### src/rtl/b64d_pkg.sv
`default_nettype none

package b64d_pkg;

    localparam int CHAR_W   = 8;
    localparam int SEXTET_W = 6;
    localparam int ACC_W    = 16;
    localparam int PHASE_W  = 2;

    // Character codes of the alphabet edges and the extra symbols
    localparam logic [CHAR_W-1:0] CH_UPPER_A = 8'h41;
    localparam logic [CHAR_W-1:0] CH_UPPER_Z = 8'h5a;
    localparam logic [CHAR_W-1:0] CH_LOWER_A = 8'h61;
    localparam logic [CHAR_W-1:0] CH_LOWER_Z = 8'h7a;
    localparam logic [CHAR_W-1:0] CH_DIGIT_0 = 8'h30;
    localparam logic [CHAR_W-1:0] CH_DIGIT_9 = 8'h39;
    localparam logic [CHAR_W-1:0] CH_PLUS    = 8'h2b;
    localparam logic [CHAR_W-1:0] CH_MINUS   = 8'h2d;
    localparam logic [CHAR_W-1:0] CH_SLASH   = 8'h2f;
    localparam logic [CHAR_W-1:0] CH_UNDER   = 8'h5f;

    localparam logic [SEXTET_W-1:0] SX_62 = 6'h3e;
    localparam logic [SEXTET_W-1:0] SX_63 = 6'h3f;

    // Phase codes within a group of four sextets
    localparam logic [PHASE_W-1:0] PH_FIRST  = 2'd0;
    localparam logic [PHASE_W-1:0] PH_SECOND = 2'd1;
    localparam logic [PHASE_W-1:0] PH_THIRD  = 2'd2;
    localparam logic [PHASE_W-1:0] PH_FOURTH = 2'd3;

    // One mapped character between the input stage and the packer
    typedef struct packed {
        logic                first;
        logic                hit;
        logic [SEXTET_W-1:0] sextet;
    } sym_t;

    // Character to sextet; hit is low for skipped characters
    function automatic sym_t map_char(input logic [CHAR_W-1:0] ch, input logic first);
        sym_t s;
        logic [CHAR_W-1:0] d;
        s.first  = first;
        s.hit    = 1'b1;
        s.sextet = '0;
        d        = '0;
        if (ch >= CH_UPPER_A && ch <= CH_UPPER_Z) begin
            d        = ch - CH_UPPER_A;
            s.sextet = d[SEXTET_W-1:0];
        end else if (ch >= CH_LOWER_A && ch <= CH_LOWER_Z) begin
            d        = ch - CH_LOWER_A + 8'd26;
            s.sextet = d[SEXTET_W-1:0];
        end else if (ch >= CH_DIGIT_0 && ch <= CH_DIGIT_9) begin
            d        = ch - CH_DIGIT_0 + 8'd52;
            s.sextet = d[SEXTET_W-1:0];
        end else if (ch == CH_PLUS || ch == CH_MINUS) begin
            s.sextet = SX_62;
        end else if (ch == CH_SLASH || ch == CH_UNDER) begin
            s.sextet = SX_63;
        end else begin
            s.hit = 1'b0;
        end
        return s;
    endfunction

    // Left shift applied to the sextet in each phase
    function automatic logic [3:0] shift_of(input logic [PHASE_W-1:0] ph);
        logic [3:0] sh;
        case (ph)
            PH_FIRST:  sh = 4'd10;
            PH_SECOND: sh = 4'd4;
            PH_THIRD:  sh = 4'd6;
            PH_FOURTH: sh = 4'd8;
            default:   sh = 4'd10;
        endcase
        return sh;
    endfunction

endpackage

`default_nettype wire

### src/rtl/b64d_in_stage.sv
`default_nettype none

module b64d_in_stage (
    input  wire                              aclk,
    input  wire                              aresetn,
    input  wire                              s_tvalid,
    output logic                             s_tready,
    input  wire  [b64d_pkg::CHAR_W-1:0]      s_tdata,
    input  wire                              s_tuser,
    input  wire                              take,
    output logic                             sym_valid,
    output b64d_pkg::sym_t                   sym
);
    import b64d_pkg::*;

    logic s1_valid_reg, s1_valid_next;
    sym_t sym_reg;

    // Stage is free when empty or when the packer takes its request
    assign s_tready  = !s1_valid_reg || take;
    assign sym_valid = s1_valid_reg;
    assign sym       = sym_reg;

    always_comb begin
        s1_valid_next = s1_valid_reg;
        if (s_tready) begin
            s1_valid_next = s_tvalid;
        end
    end

    always_ff @(posedge aclk) begin
        if (!aresetn) begin
            s1_valid_reg <= 1'b0;
        end else begin
            s1_valid_reg <= s1_valid_next;
        end
    end

    // Lookup is done before the register
    always_ff @(posedge aclk) begin
        if (s_tready && s_tvalid) begin
            sym_reg <= map_char(s_tdata, s_tuser);
        end
    end

endmodule

`default_nettype wire

### src/rtl/b64d_pack.sv
`default_nettype none

module b64d_pack (
    input  wire                              aclk,
    input  wire                              aresetn,
    input  wire                              sym_valid,
    input  b64d_pkg::sym_t                   sym,
    output logic                             take,
    output logic                             m_tvalid,
    input  wire                              m_tready,
    output logic [b64d_pkg::CHAR_W-1:0]      m_tdata
);
    import b64d_pkg::*;

    logic [ACC_W-1:0]   held_reg, held_next;
    logic [PHASE_W-1:0] phase_reg, phase_next;
    logic               out_valid_reg, out_valid_next;
    logic [CHAR_W-1:0]  out_byte_reg, out_byte_next;

    logic               out_free;
    logic [ACC_W-1:0]   held_eff, acc;
    logic [PHASE_W-1:0] phase_eff;
    logic               emit;

    assign out_free = !out_valid_reg || m_tready;
    assign take     = sym_valid && out_free;
    assign m_tvalid = out_valid_reg;
    assign m_tdata  = out_byte_reg;

    // Start of string clears the held bits and phase first
    assign held_eff  = sym.first ? '0 : held_reg;
    assign phase_eff = sym.first ? PH_FIRST : phase_reg;
    assign acc  = held_eff | (ACC_W'(sym.sextet) << shift_of(phase_eff));
    assign emit = sym.hit && (phase_eff != PH_FIRST);

    // Accumulator and phase update
    always_comb begin
        held_next  = held_reg;
        phase_next = phase_reg;
        if (take) begin
            if (sym.hit) begin
                held_next  = emit ? {acc[CHAR_W-1:0], {CHAR_W{1'b0}}} : acc;
                phase_next = phase_eff + PHASE_W'(1);
            end else begin
                held_next  = held_eff;
                phase_next = phase_eff;
            end
        end
    end

    // Result register
    always_comb begin
        out_valid_next = out_valid_reg && !m_tready;
        out_byte_next  = out_byte_reg;
        if (take && emit) begin
            out_valid_next = 1'b1;
            out_byte_next  = acc[ACC_W-1:CHAR_W];
        end
    end

    always_ff @(posedge aclk) begin
        if (!aresetn) begin
            held_reg      <= '0;
            phase_reg     <= PH_FIRST;
            out_valid_reg <= 1'b0;
        end else begin
            held_reg      <= held_next;
            phase_reg     <= phase_next;
            out_valid_reg <= out_valid_next;
        end
    end

    always_ff @(posedge aclk) begin
        out_byte_reg <= out_byte_next;
    end

    // Held bits sit only in the top bits the phase allows
    a_ph_first: assert property (@(posedge aclk) disable iff (!aresetn)
        phase_reg == PH_FIRST |-> held_reg == '0)
        else $error("held bits not empty at group start");
    a_ph_second: assert property (@(posedge aclk) disable iff (!aresetn)
        phase_reg == PH_SECOND |-> held_reg[9:0] == '0)
        else $error("stray low bits in second phase");
    a_ph_third: assert property (@(posedge aclk) disable iff (!aresetn)
        phase_reg == PH_THIRD |-> held_reg[11:0] == '0)
        else $error("stray low bits in third phase");
    a_ph_fourth: assert property (@(posedge aclk) disable iff (!aresetn)
        phase_reg == PH_FOURTH |-> held_reg[13:0] == '0)
        else $error("stray low bits in fourth phase");
    a_no_emit: assert property (@(posedge aclk) disable iff (!aresetn)
        (take && !emit) |=> !out_valid_reg)
        else $error("result shown without a completed byte");

endmodule

`default_nettype wire

### src/rtl/base64_stream_decoder.sv
// A finished byte passes the input register and the result register to m_tdata.
// Throughput: one character per cycle with m_tready high; the input register and
// result register let a new request enter while a finished byte waits to be taken.
// Skipped characters and first sextets of a group give no output byte.
// Reset (aresetn low, synchronous): both stages empty, held bits and phase cleared.
`default_nettype none

module base64_stream_decoder (
    input  wire                              aclk,
    input  wire                              aresetn,
    input  wire                              s_tvalid,
    output logic                             s_tready,
    input  wire  [b64d_pkg::CHAR_W-1:0]      s_tdata,   // [7:0] char_in
    input  wire                              s_tuser,   // [0] first
    output logic                             m_tvalid,
    input  wire                              m_tready,
    output logic [b64d_pkg::CHAR_W-1:0]      m_tdata    // [7:0] byte_out
);
    import b64d_pkg::*;

    logic sym_valid;
    logic take;
    sym_t sym;

    b64d_in_stage u_in (
        .aclk      (aclk),
        .aresetn   (aresetn),
        .s_tvalid  (s_tvalid),
        .s_tready  (s_tready),
        .s_tdata   (s_tdata),
        .s_tuser   (s_tuser),
        .take      (take),
        .sym_valid (sym_valid),
        .sym       (sym)
    );

    b64d_pack u_pack (
        .aclk      (aclk),
        .aresetn   (aresetn),
        .sym_valid (sym_valid),
        .sym       (sym),
        .take      (take),
        .m_tvalid  (m_tvalid),
        .m_tready  (m_tready),
        .m_tdata   (m_tdata)
    );

endmodule

`default_nettype wire

### config.mk
export PLATFORM = sky130hd
export DESIGN_NAME = base64_stream_decoder
export DESIGN_NICKNAME = d
export VERILOG_FILES = /design/src/rtl/b64d_pkg.sv /design/src/rtl/b64d_in_stage.sv /design/src/rtl/b64d_pack.sv /design/src/rtl/base64_stream_decoder.sv
export SDC_FILE = /design/constraint.sdc
export NUM_CORES = 1
export LEC_CHECK = 0
export BUFFER_PORTS_ARGS = -buffer_cell sky130_fd_sc_hd__buf_2
export CAP_MARGIN = 20
export CELL_PAD_IN_SITES_DETAIL_PLACEMENT = 2
export CELL_PAD_IN_SITES_GLOBAL_PLACEMENT = 2
export CORE_AREA = 5 5 113 83
export DETAILED_ROUTE_END_ITERATION = 8
export DIE_AREA = 0 0 118 88
export GPL_TIMING_DRIVEN = 0
export PLACE_DENSITY_LB_ADDON = 0.2
export RECOVER_POWER = 100
export SKIP_CTS_REPAIR_TIMING = 1
export SLEW_MARGIN = 15
export SYNTH_ARGS = -nofsm -noshare
export SYNTH_HDL_FRONTEND = slang
export SYNTH_HIERARCHICAL = 1
export SYNTH_SLANG_ARGS = --single-unit
### constraint.sdc
create_clock -name aclk -period 3.7 [get_ports aclk]
set_clock_uncertainty 0.2 [all_clocks]
set_input_delay 0.185 -clock aclk [delete_from_list [all_inputs] [get_ports aclk]]
set_output_delay 0.185 -clock aclk [all_outputs]
set_load 0.005 [all_outputs]
==> results of run 1 <==
[cells in the final DEF (no fill, tap or decap), drive strengths merged, types with 7 or more instances in the layout]
| cell | count |
|---|---|
| a211oi | 9 |
| a21oi | 12 |
| a31oi | 7 |
| buf | 22 |
| clkbuf | 19 |
| dfxtp | 20 |
| edfxtp | 16 |
| ha | 10 |
| inv | 21 |
| nand2 | 18 |
| nand2b | 10 |
| nor2 | 16 |
| nor2b | 10 |
| o21a | 7 |
| o21ai | 18 |
[report_power, final]
group | internal (uW) | switching, uW | leakage [uW] | total (uW)
clock | 247 | 157 | 0.0000645 | 404
combinational | 66.4 | 112 | 0.000649 | 178
sequential | 436 | 17.8 | 0.000317 | 454
total | 750 | 286 | 0.00103 | 1040
[worst paths after layout]
| kind | endpoint | slack, ns | cells past startpoint |
|---|---|---|---|
| worst max register to register | u_pack/held_reg[14] | 0.62 | 9 |
| worst min register to register | u_pack/held_reg[1] | 0.22 | 2 |
| worst max-delay path | u_pack/held_reg[14] | 0.62 | 9 |
| worst min-delay path | u_pack/m_tvalid | 0.03 | 2 |
[routing by layer]
metal	track usage (%)	vias up	part of all wire (%)
li1	-	1049	-
met1	24.3	1088	55
met2	22.4	39	40
met3	3.42	2	4.6
met4	2.19	0	0.22
met5	0	-	0
[final cells by class]
type                            instances  area [sq um]  share of cell area [%]
Buffer                                 13          81.3                    2.94
Tap cell                              105           131                    4.75
Sequential cell                        36           881                    31.9
Inverter                               21          83.8                    3.03
Multi-Input combinational cell        193          1330                    48.1
Clock inverter                          2          11.3                   0.407
Timing Repair Buffer                   24           119                    4.30
Clock buffer                            6           129                    4.66
[logic make-up (layout without fill, tap and decap cells)]
| group | count (synthesis) | in the layout | synth area share (%) |
|---|---|---|---|
| flops | 36 | 36 | 36.8 |
| fa+ha+maj | 10 | 10 | 5.22 |
| simple gates | 84 | 84 | 19.4 |
| mux | 4 | 4 | 1.67 |
| compound gates | 95 | 95 | 29.8 |
| buf+inv | 34 | 66 | 7.15 |
[per-stage QoR]
stage	hold WS (ns)	area (sq um)	std cells	total power, uW
after global placement	0.164	2640	390	637
after detailed placement	0.172	2640	390	642
after floorplan	0.0839	2400	263	576
after CTS	-0.115	2780	398	1060
after global routing	0.0495	2770	400	1090
final	0.0282	2770	400	1040
==> metrics.cfg, run 1 <==
[die]
coreArea_sq_mm = 0.00820
io-pin-count = 23
start_util_pct = 29.2
dieWidth_um = 118
design.die.area_sq_mm = 0.0104
rows = 28
fp.dieH_um = 88

[global_routing]
grt_usage_pct = 15.7
grt_pass1_vias = 2197
grt_first_pass_wirelength_mm = 12.7
grt-ovfl-total = 0
antenna_found_initial = 0
grt_max_degree = 12

[synth]
synth_edf_count = 16
syn_avg_cell_area_sq_um = 9.11
ys_warn_count = 6
yosysMostFrequentCell = dfxtp_1
yosysTopAreaCell = edfxtp_1
synth-seq-area-share_pct = 36.8
syn_area_sq_mm = 0.00240
async_flop_share_pct = 0
yosys-top-cells-area = edfxtp_1 20%, dfxtp_1 17%, ha_1 5.2%, inv_1 2.8%, nand2_1 2.8%
synth_top_area_share_pct = 20.1
synthFlopType = dfxtp_1
syn_nets = 286
ys_seq_elements = 36
synthCells = 263
ys_types = 67
synthTopCellsByCount = 20 x dfxtp_1, 18 x inv_1, 18 x nand2_1

[clock_network]
clock_tree.buffer_depth = 2
clock-sinks = 36
clk_pin_slew_ns = 0.05
clock_latency_ns = 0.27
cts_tree = done
htreeDepth = 2
clock-root-buffer = clkbuf_16
cts-buffers-inserted = 5

[worst_setup_path]
cp-startpoint = u_in/sym[7]
r2r-start = u_in/sym[7]
path_delay_family = buffers and inverters
cp_cell_sequence = clkbuf_1 > buf_4 > inv_1 > nand2_1 > ha_1 > clkbuf_1 > o311ai_0 > o311ai_1 > a31oi_1
cpPeakStageDelay_ns = 0.51
crit_required_ns = 3.70
critPathKind = reg2reg
start_kind = flop
cp_common_cell = clkbuf_1
cp_num_buf_inv = 4
worstPathArrival_ns = 3.08
cp_max_fo = 10
cp_slowest_cell = o311ai_0
cp-end-kind = flop

[pwr]
power_density_mw_per_mm2 = 375
p_leak_uw = 0.00103
vdd_drop_max_mv = 0.165

[cells_and_area]
final_util_pct = 33.7
drive_gt1_share_pct = 13.2
num-fill-cells = 958
diodes = 0
syn_to_final_growth_pct = 15.4
fin_nets = 317
largest_reg_flops = 16

[drt]
ant_nets = 0
routed_wl_mm = 7.86
drt_iter0_markers = 117
num_vias = 2178
drc = 0
vias_per_cell = 5.45
wire_per_inst_um = 19.7
detail_route.first_pass.iterations = 5

[sta]
final_hold_viol_count = 0
setup_violations = 0
min_period_ns = 3.08
drv_slew = 0
relSlewSlack_pct = 43.7
layout_setup_ws_ns = 0.618
rsz0062_at_grt = no
post-route-period-util_pct = 83.3
tightestPinTransition_ns = 0.839
setup_tns_ns = 0
fmax_mhz = 324

[status]
status = complete, no violations

[hold_path]
hold_path_class = in2reg
holdCritStartpoint = aresetn

[job]
maxCapViolations = 0

[placed_design]
dp_hpwl_mm = 6.25
portBuffers = 22
gp_congestion = 0.782
pre_cts_ws_ns = 0.946

(Power assumes the default switching activity.)
==> run 2, diff against run 1 <==
==> constraint.sdc (replaced) <==
create_clock -name aclk -period 3.2 [get_ports aclk]
set_clock_uncertainty 0.2 [all_clocks]
set_input_delay 0.16 -clock aclk [delete_from_list [all_inputs] [get_ports aclk]]
set_output_delay 0.16 -clock aclk [all_outputs]
set_load 0.005 [all_outputs]
==> metrics.cfg, run 2 (synthesized netlist as in run 1, its figures left out) <==
[sta]
tightestPinTransition_ns = 0.815  ; was 0.839 ns
whs_ns = 0.00206  ; was 0.0282 ns
drv_slew = 0  ; unchanged
relSlewSlack_pct = 45.2  ; was 43.7%
final_hold_viol_count = 0  ; unchanged
setup_violations = 0  ; unchanged
setup_tns_ns = 0  ; unchanged
post-route-period-util_pct = 87.8  ; was 83.3%
fmax_mhz = 356  ; was 324 MHz
rsz0062_at_grt = no  ; unchanged
min_period_ns = 2.81  ; was 3.08 ns

[placed_design]
dp_hpwl_mm = 6.25  ; unchanged
gp_congestion = 0.782  ; unchanged
place_inst = 390  ; unchanged
portBuffers = 22  ; unchanged

[drt]
detail_route.first_pass.iterations = 4  ; was 5
wire_per_inst_um = 19.7  ; about the same
ant_nets = 0  ; unchanged
drc = 0  ; unchanged
drt_iter0_markers = 119  ; was 117
routed_wl_mm = 7.86  ; about the same
vias_per_cell = 5.43  ; was 5.45
num_vias = 2173  ; was 2178

[job]
maxCapViolations = 0  ; unchanged

[global_routing]
antenna_found_initial = 0  ; unchanged
grt_max_degree = 12  ; unchanged
grt_pass1_vias = 2197  ; unchanged
grt_first_pass_wirelength_mm = 12.7  ; unchanged
grt-ovfl-total = 0  ; unchanged
grt_usage_pct = 15.7  ; unchanged

[status]
status = complete, no violations  ; unchanged

[cells_and_area]
largest_reg_flops = 16  ; unchanged
num-fill-cells = 957  ; was 958
instances_no_fill = 400  ; unchanged
diodes = 0  ; unchanged
syn_to_final_growth_pct = 15.5  ; was 15.4%
drive_gt1_share_pct = 13.9  ; was 13.2%
fin_nets = 317  ; unchanged
multi_input_area_sq_mm = 0.00133  ; unchanged
most-common-layout-cells = 20 x buf_2, 20 x dfxtp_1, 19 x inv_1  ; was 20 x dfxtp_1, 19 x inv_1, 18 x buf_2, 18 x nand2_1, 16 x edfxtp_1
ff_latch_area_sq_um = 881  ; unchanged
final_util_pct = 33.8  ; was 33.7%

[clock_network]
cts_tree = done  ; unchanged
clock_latency_ns = 0.27  ; about the same
clock-sinks = 36  ; unchanged
clk_pin_slew_ns = 0.05  ; about the same
clock_tree.buffer_depth = 2  ; unchanged
htreeDepth = 2  ; unchanged
cts-buffers-inserted = 5  ; unchanged
clock-root-buffer = clkbuf_16  ; unchanged

[die]
io-pin-count = 23  ; unchanged
dieWidth_um = 118  ; unchanged
coreArea_sq_mm = 0.00820  ; unchanged
start_util_pct = 29.2  ; unchanged
fp.dieH_um = 88  ; unchanged
rows = 28  ; unchanged
design.die.area_sq_mm = 0.0104  ; unchanged

[worst_setup_path]
r2r_end = u_pack/held_reg[0]  ; was u_pack/held_reg[14]
critPathKind = reg2reg  ; unchanged
r2r_cells = 9  ; unchanged
start_kind = flop  ; unchanged
worstPathArrival_ns = 2.74  ; was 3.08 ns
reg2reg_setup_slack_ns = 0.39  ; was 0.62 ns
cp-end-kind = flop  ; unchanged
crit_required_ns = 3.13  ; was 3.70 ns
cp-startpoint = u_in/sym[7]  ; unchanged
cp_max_fo = 10  ; unchanged
endpoint = u_pack/held_reg[0]  ; was u_pack/held_reg[14]
r2r-start = u_in/sym[7]  ; unchanged

[pwr]
clkPwrFrac_pct = 38.9  ; was 39.0%
swShare_pct = 27.6  ; about the same
p_seq_share_pct = 43.8  ; about the same
vdd_drop_max_mv = 0.191  ; was 0.165 mV
combPwrFrac_pct = 17.3  ; was 17.2%
power_uw = 1200  ; was 1040 uW
power_switching_uw = 331  ; was 286 uW
p_int_uw = 867  ; was 750 uW
power_density_mw_per_mm2 = 433  ; was 375 mW/mm^2
p_leak_uw = 0.00104  ; was 0.00103 uW

[hold_path]
hold_path_class = in2reg  ; unchanged

-- run 2: area by class of cell --
cell class | instances | share of cell area [%]
Clock buffer | 6 | 4.66
Buffer | 13 | 3.03
Multi-Input combinational cell | 193 | 48.0
Tap cell | 105 | 4.75
Sequential cell | 36 | 31.8
Timing Repair Buffer | 24 | 4.29
Clock inverter | 2 | 0.407
Inverter | 21 | 3.03
-- run 2: power groups by stage --
stage	sequential, uW	combinational, uW	clock (uW)
after floorplan	525	141	0
after global placement	533	204	0
after detailed placement	534	208	0
after CTS	525	209	488
after global routing	527	229	505
final	525	207	466
-- run 2: layer usage --
layer / global-route usage [%] / part of all wire [%] / up-vias
met2: 22.4 / 40 / 39
met3: 3.42 / 5.0 / 2
met5: 0 / 0 / -
met1: 24.3 / 55 / 1084
met4: 2.19 / 0.22 / 0
li1: - / - / 1048
-- run 2: through the flow --
step / area (sq um) / setup WS (ns)
after CTS: 2780 / 0.420
after global routing: 2770 / 0.130
after global placement: 2640 / 0.500
after detailed placement: 2640 / 0.446
after floorplan: 2400 / 0.969
final: 2770 / 0.392
-- run 2: critical path, cell delays in order (launching register included) --
cell	delay [ns]
edfxtp_1	0.41
buf_2	0.22
buf_4	0.20
inv_1	0.15
nand2_1	0.08
ha_1	0.19
nor2b_1	0.48
nor2_1	0.07
o21ai_0	0.55
nor2_1	0.10
-- run 2: worst min path at each step --
stage	endpoint	depth (start not counted)	slack, ns	from
4_1_cts	u_in/sym[7]	1	-0.14	s_tuser
2_1_floorplan	u_in/sym[7]	0	0.06	s_tuser
6_report	u_pack/m_tvalid	2	0.002	aresetn
3_5_place_dp	u_in/sym[7]	1	0.15	s_tuser
3_3_place_gp	u_in/sym[7]	1	0.14	s_tuser
5_1_grt	u_pack/m_tvalid	2	0.02	aresetn
==> run 3, diff against run 2 <==
--- a/config.mk
+++ b/config.mk
@@ -9,15 +9,15 @@
 export CAP_MARGIN = 20
 export CELL_PAD_IN_SITES_DETAIL_PLACEMENT = 2
 export CELL_PAD_IN_SITES_GLOBAL_PLACEMENT = 2
-export CORE_AREA = 5 5 113 83
+export CORE_AREA = 5 5 112 82
 export DETAILED_ROUTE_END_ITERATION = 8
-export DIE_AREA = 0 0 118 88
+export DIE_AREA = 0 0 117 87
 export GPL_TIMING_DRIVEN = 0
 export PLACE_DENSITY_LB_ADDON = 0.2
 export RECOVER_POWER = 100
 export SKIP_CTS_REPAIR_TIMING = 1
+export SKIP_LAST_GASP = 1
 export SLEW_MARGIN = 15
 export SYNTH_ARGS = -nofsm -noshare
 export SYNTH_HDL_FRONTEND = slang
-export SYNTH_HIERARCHICAL = 1
 export SYNTH_SLANG_ARGS = --single-unit
==> metrics.cfg, run 3 <==
[synth]
syn_avg_cell_area_sq_um = 9.27  ; was 9.11 sq um
synthCells = 253  ; was 263
async_flop_share_pct = 0  ; unchanged
yosysTopAreaCell = edfxtp_1  ; unchanged
synth_edf_count = 16  ; unchanged
synthFlopType = dfxtp_1  ; unchanged
ys_seq_elements = 36  ; unchanged
ys_warn_count = 0  ; was 6
yosysMostFrequentCell = dfxtp_1  ; unchanged
synth_top_area_share_pct = 20.5  ; was 20.1%
syn_area_sq_mm = 0.00235  ; was 0.00240 sq mm
synth-seq-area-share_pct = 37.5  ; was 36.8%
yosys-top-cells-area = edfxtp_1 20%, dfxtp_1 17%, ha_1 5.9%, nand2_1 3.0%, nand3_1 3.0%  ; was edfxtp_1 20%, dfxtp_1 17%, ha_1 5.2%, inv_1 2.8%, nand2_1 2.8%
synthTopCellsByCount = 20 x dfxtp_1, 19 x nand2_1, 16 x edfxtp_1  ; was 20 x dfxtp_1, 18 x inv_1, 18 x nand2_1
syn_nets = 277  ; was 286
ys_types = 65  ; was 67

[hold_path]
hold_path_class = in2reg  ; unchanged
hold_path_depth = 4  ; was 2
holdCritStartpoint = m_tready  ; was aresetn
whs_endpoint = u_in.sym_valid  ; was u_pack/m_tvalid

[sta]
relSlewSlack_pct = 36.5  ; was 45.2%
setup_tns_ns = 0  ; unchanged
fmax_mhz = 338  ; was 356 MHz
setup_violations = 0  ; unchanged
min_period_ns = 2.95  ; was 2.81 ns
post-route-period-util_pct = 92.3  ; was 87.8%
drv_slew = 0  ; unchanged
rsz0062_at_grt = no  ; unchanged
final_hold_viol_count = 0  ; unchanged
tightestPinTransition_ns = 0.949  ; was 0.815 ns

[clock_network]
clock_tree.buffer_depth = 2  ; unchanged
clk_pin_slew_ns = 0.05  ; about the same
cts-buffers-inserted = 5  ; unchanged
cts_tree = done  ; unchanged
clock-sinks = 36  ; unchanged
clock_latency_ns = 0.27  ; about the same
clock-root-buffer = clkbuf_16  ; unchanged
htreeDepth = 2  ; unchanged

[cells_and_area]
fin_nets = 307  ; was 317
diodes = 0  ; unchanged
drive_gt1_share_pct = 13.0  ; was 13.9%
instances_no_fill = 389  ; was 400
num-fill-cells = 937  ; was 957
most-common-layout-cells = 20 x nand2_1, 20 x clkbuf_1, 20 x dfxtp_1  ; was 20 x buf_2, 20 x dfxtp_1, 19 x inv_1
syn_to_final_growth_pct = 15.7  ; was 15.5%
largest_reg_flops = 16  ; unchanged

[drt]
routed_wl_mm = 7.51  ; was 7.86 mm
wire_per_inst_um = 19.3  ; was 19.7 um
vias_per_cell = 5.48  ; was 5.43
drc = 0  ; unchanged
ant_nets = 0  ; unchanged
num_vias = 2130  ; was 2173
detail_route.first_pass.iterations = 4  ; unchanged
drt_iter0_markers = 106  ; was 119

[global_routing]
antenna_found_initial = 0  ; unchanged
grt_max_degree = 11  ; was 12
grt_usage_pct = 15.7  ; about the same
grt_first_pass_wirelength_mm = 12.4  ; was 12.7 mm
grt-ovfl-total = 0  ; unchanged
grt_pass1_vias = 2160  ; was 2197

[worst_setup_path]
r2r_end = u_pack.held_reg[11]  ; was u_pack/held_reg[0]
worstPathArrival_ns = 2.90  ; was 2.74 ns
critPathKind = reg2reg  ; unchanged
cp_max_fo = 10  ; unchanged
r2r-start = u_in.sym[7]  ; was u_in/sym[7]
crit_required_ns = 3.14  ; was 3.13 ns
r2r_cells = 8  ; was 9
start_kind = flop  ; unchanged
cp-end-kind = flop  ; unchanged
reg2reg_setup_slack_ns = 0.25  ; was 0.39 ns

[placed_design]
place_inst = 379  ; was 390
dp_hpwl_mm = 5.81  ; was 6.25 mm
gp_congestion = 0.777  ; was 0.782
portBuffers = 21  ; was 22

[die]
dieWidth_um = 117  ; was 118 um
io-pin-count = 23  ; unchanged
start_util_pct = 28.9  ; was 29.2%
rows = 28  ; unchanged
design.die.area_sq_mm = 0.0102  ; was 0.0104 sq mm
coreArea_sq_mm = 0.00813  ; was 0.00820 sq mm
fp.dieH_um = 87  ; was 88 um

[status]
status = complete, no violations  ; unchanged

[pwr]
power_density_mw_per_mm2 = 429  ; was 433 mW/mm^2
power_uw = 1170  ; was 1200 uW
vdd_drop_max_mv = 0.181  ; was 0.191 mV
p_leak_uw = 0.000991  ; was 0.00104 uW

[job]
maxCapViolations = 0  ; unchanged

-- run 3: critical path, stage by stage (launching register included) --
cell	delay, ns
edfxtp_1	0.52
nor2b_4	0.23
inv_2	0.12
ha_1	0.29
clkbuf_1	0.36
clkbuf_1	0.47
o221ai_1	0.27
a32oi_1	0.26
a21oi_1	0.09
-- run 3: layer usage --
| metal | vias to the layer above | track usage, % | routed length, um |
|---|---|---|---|
| met5 | - | 0 | 0 |
| met4 | 0 | 1.88 | 19 |
| met3 | 2 | 2.92 | 319 |
| met2 | 44 | 20.1 | 2820 |
| met1 | 1068 | 26.7 | 4340 |
| li1 | 1016 | - | - |
-- run 3: worst max-delay path by stage --
stage	start	to	slack [ns]	depth (start not counted)
detailed placement	u_in.sym[7]	u_pack.m_tdata[5]	0.26	6
finish	u_in.sym[7]	u_pack.held_reg[11]	0.25	8
CTS	u_in.sym[7]	u_pack.m_tdata[5]	0.25	6
global route	u_in.sym[7]	u_pack.held_reg[11]	0.06	8
global placement	u_in.sym[7]	u_pack.m_tdata[2]	0.28	6
floorplan	u_in.sym[7]	u_pack.m_tdata[2]	0.89	7
-- run 3: kinds of logic (layout without fill, tap and decap cells) --
logic type / count (synthesis) / count (layout) / synth area share (%)
XOR/XNOR: 2 / 2 / 0.747
adder cells (fa/ha/maj): 11 / 11 / 5.87
flip-flops: 36 / 36 / 37.5
AND/OR/NAND/NOR: 89 / 89 / 21.1
multiplexers: 7 / 7 / 3.09
AO/OA/AOI/OAI: 81 / 81 / 26.4
buffers and inverters: 27 / 58 / 5.28
-- run 3: where the power goes --
group / total [uW] / switching, uW / leakage [uW] / internal (uW)
Combinational: 185 / 117 / 0.000609 / 68.2
Sequential: 515 / 15.9 / 0.000317 / 499
Clock: 466 / 176 / 0.0000652 / 290
Total: 1170 / 309 / 0.000991 / 856
-- run 3: per-stage QoR --
step | instance area [sq um] | util, % | setup WS (ns) | hold WS (ns)
after floorplan | 2350 | - | 0.893 | 0.0589
after global placement | 2580 | 31.8 | 0.282 | 0.141
after detailed placement | 2580 | 31.8 | 0.262 | 0.146
after CTS | 2720 | 33.5 | 0.252 | -0.137
after global routing | 2710 | 33.4 | 0.0559 | 0.103
final | 2710 | 33.4 | 0.245 | 0.0655
-- run 3: area by class of cell --
class / count / area [sq um] / area share (%)
tap: 105 / 131 / 4.84
timing repair buffer: 23 / 118 / 4.33
buffer: 15 / 78.8 / 2.90
clock buffer: 8 / 136 / 5.03
sequential: 36 / 881 / 32.5
multi-input combinational: 190 / 1320 / 48.8
inverter: 12 / 45.0 / 1.66
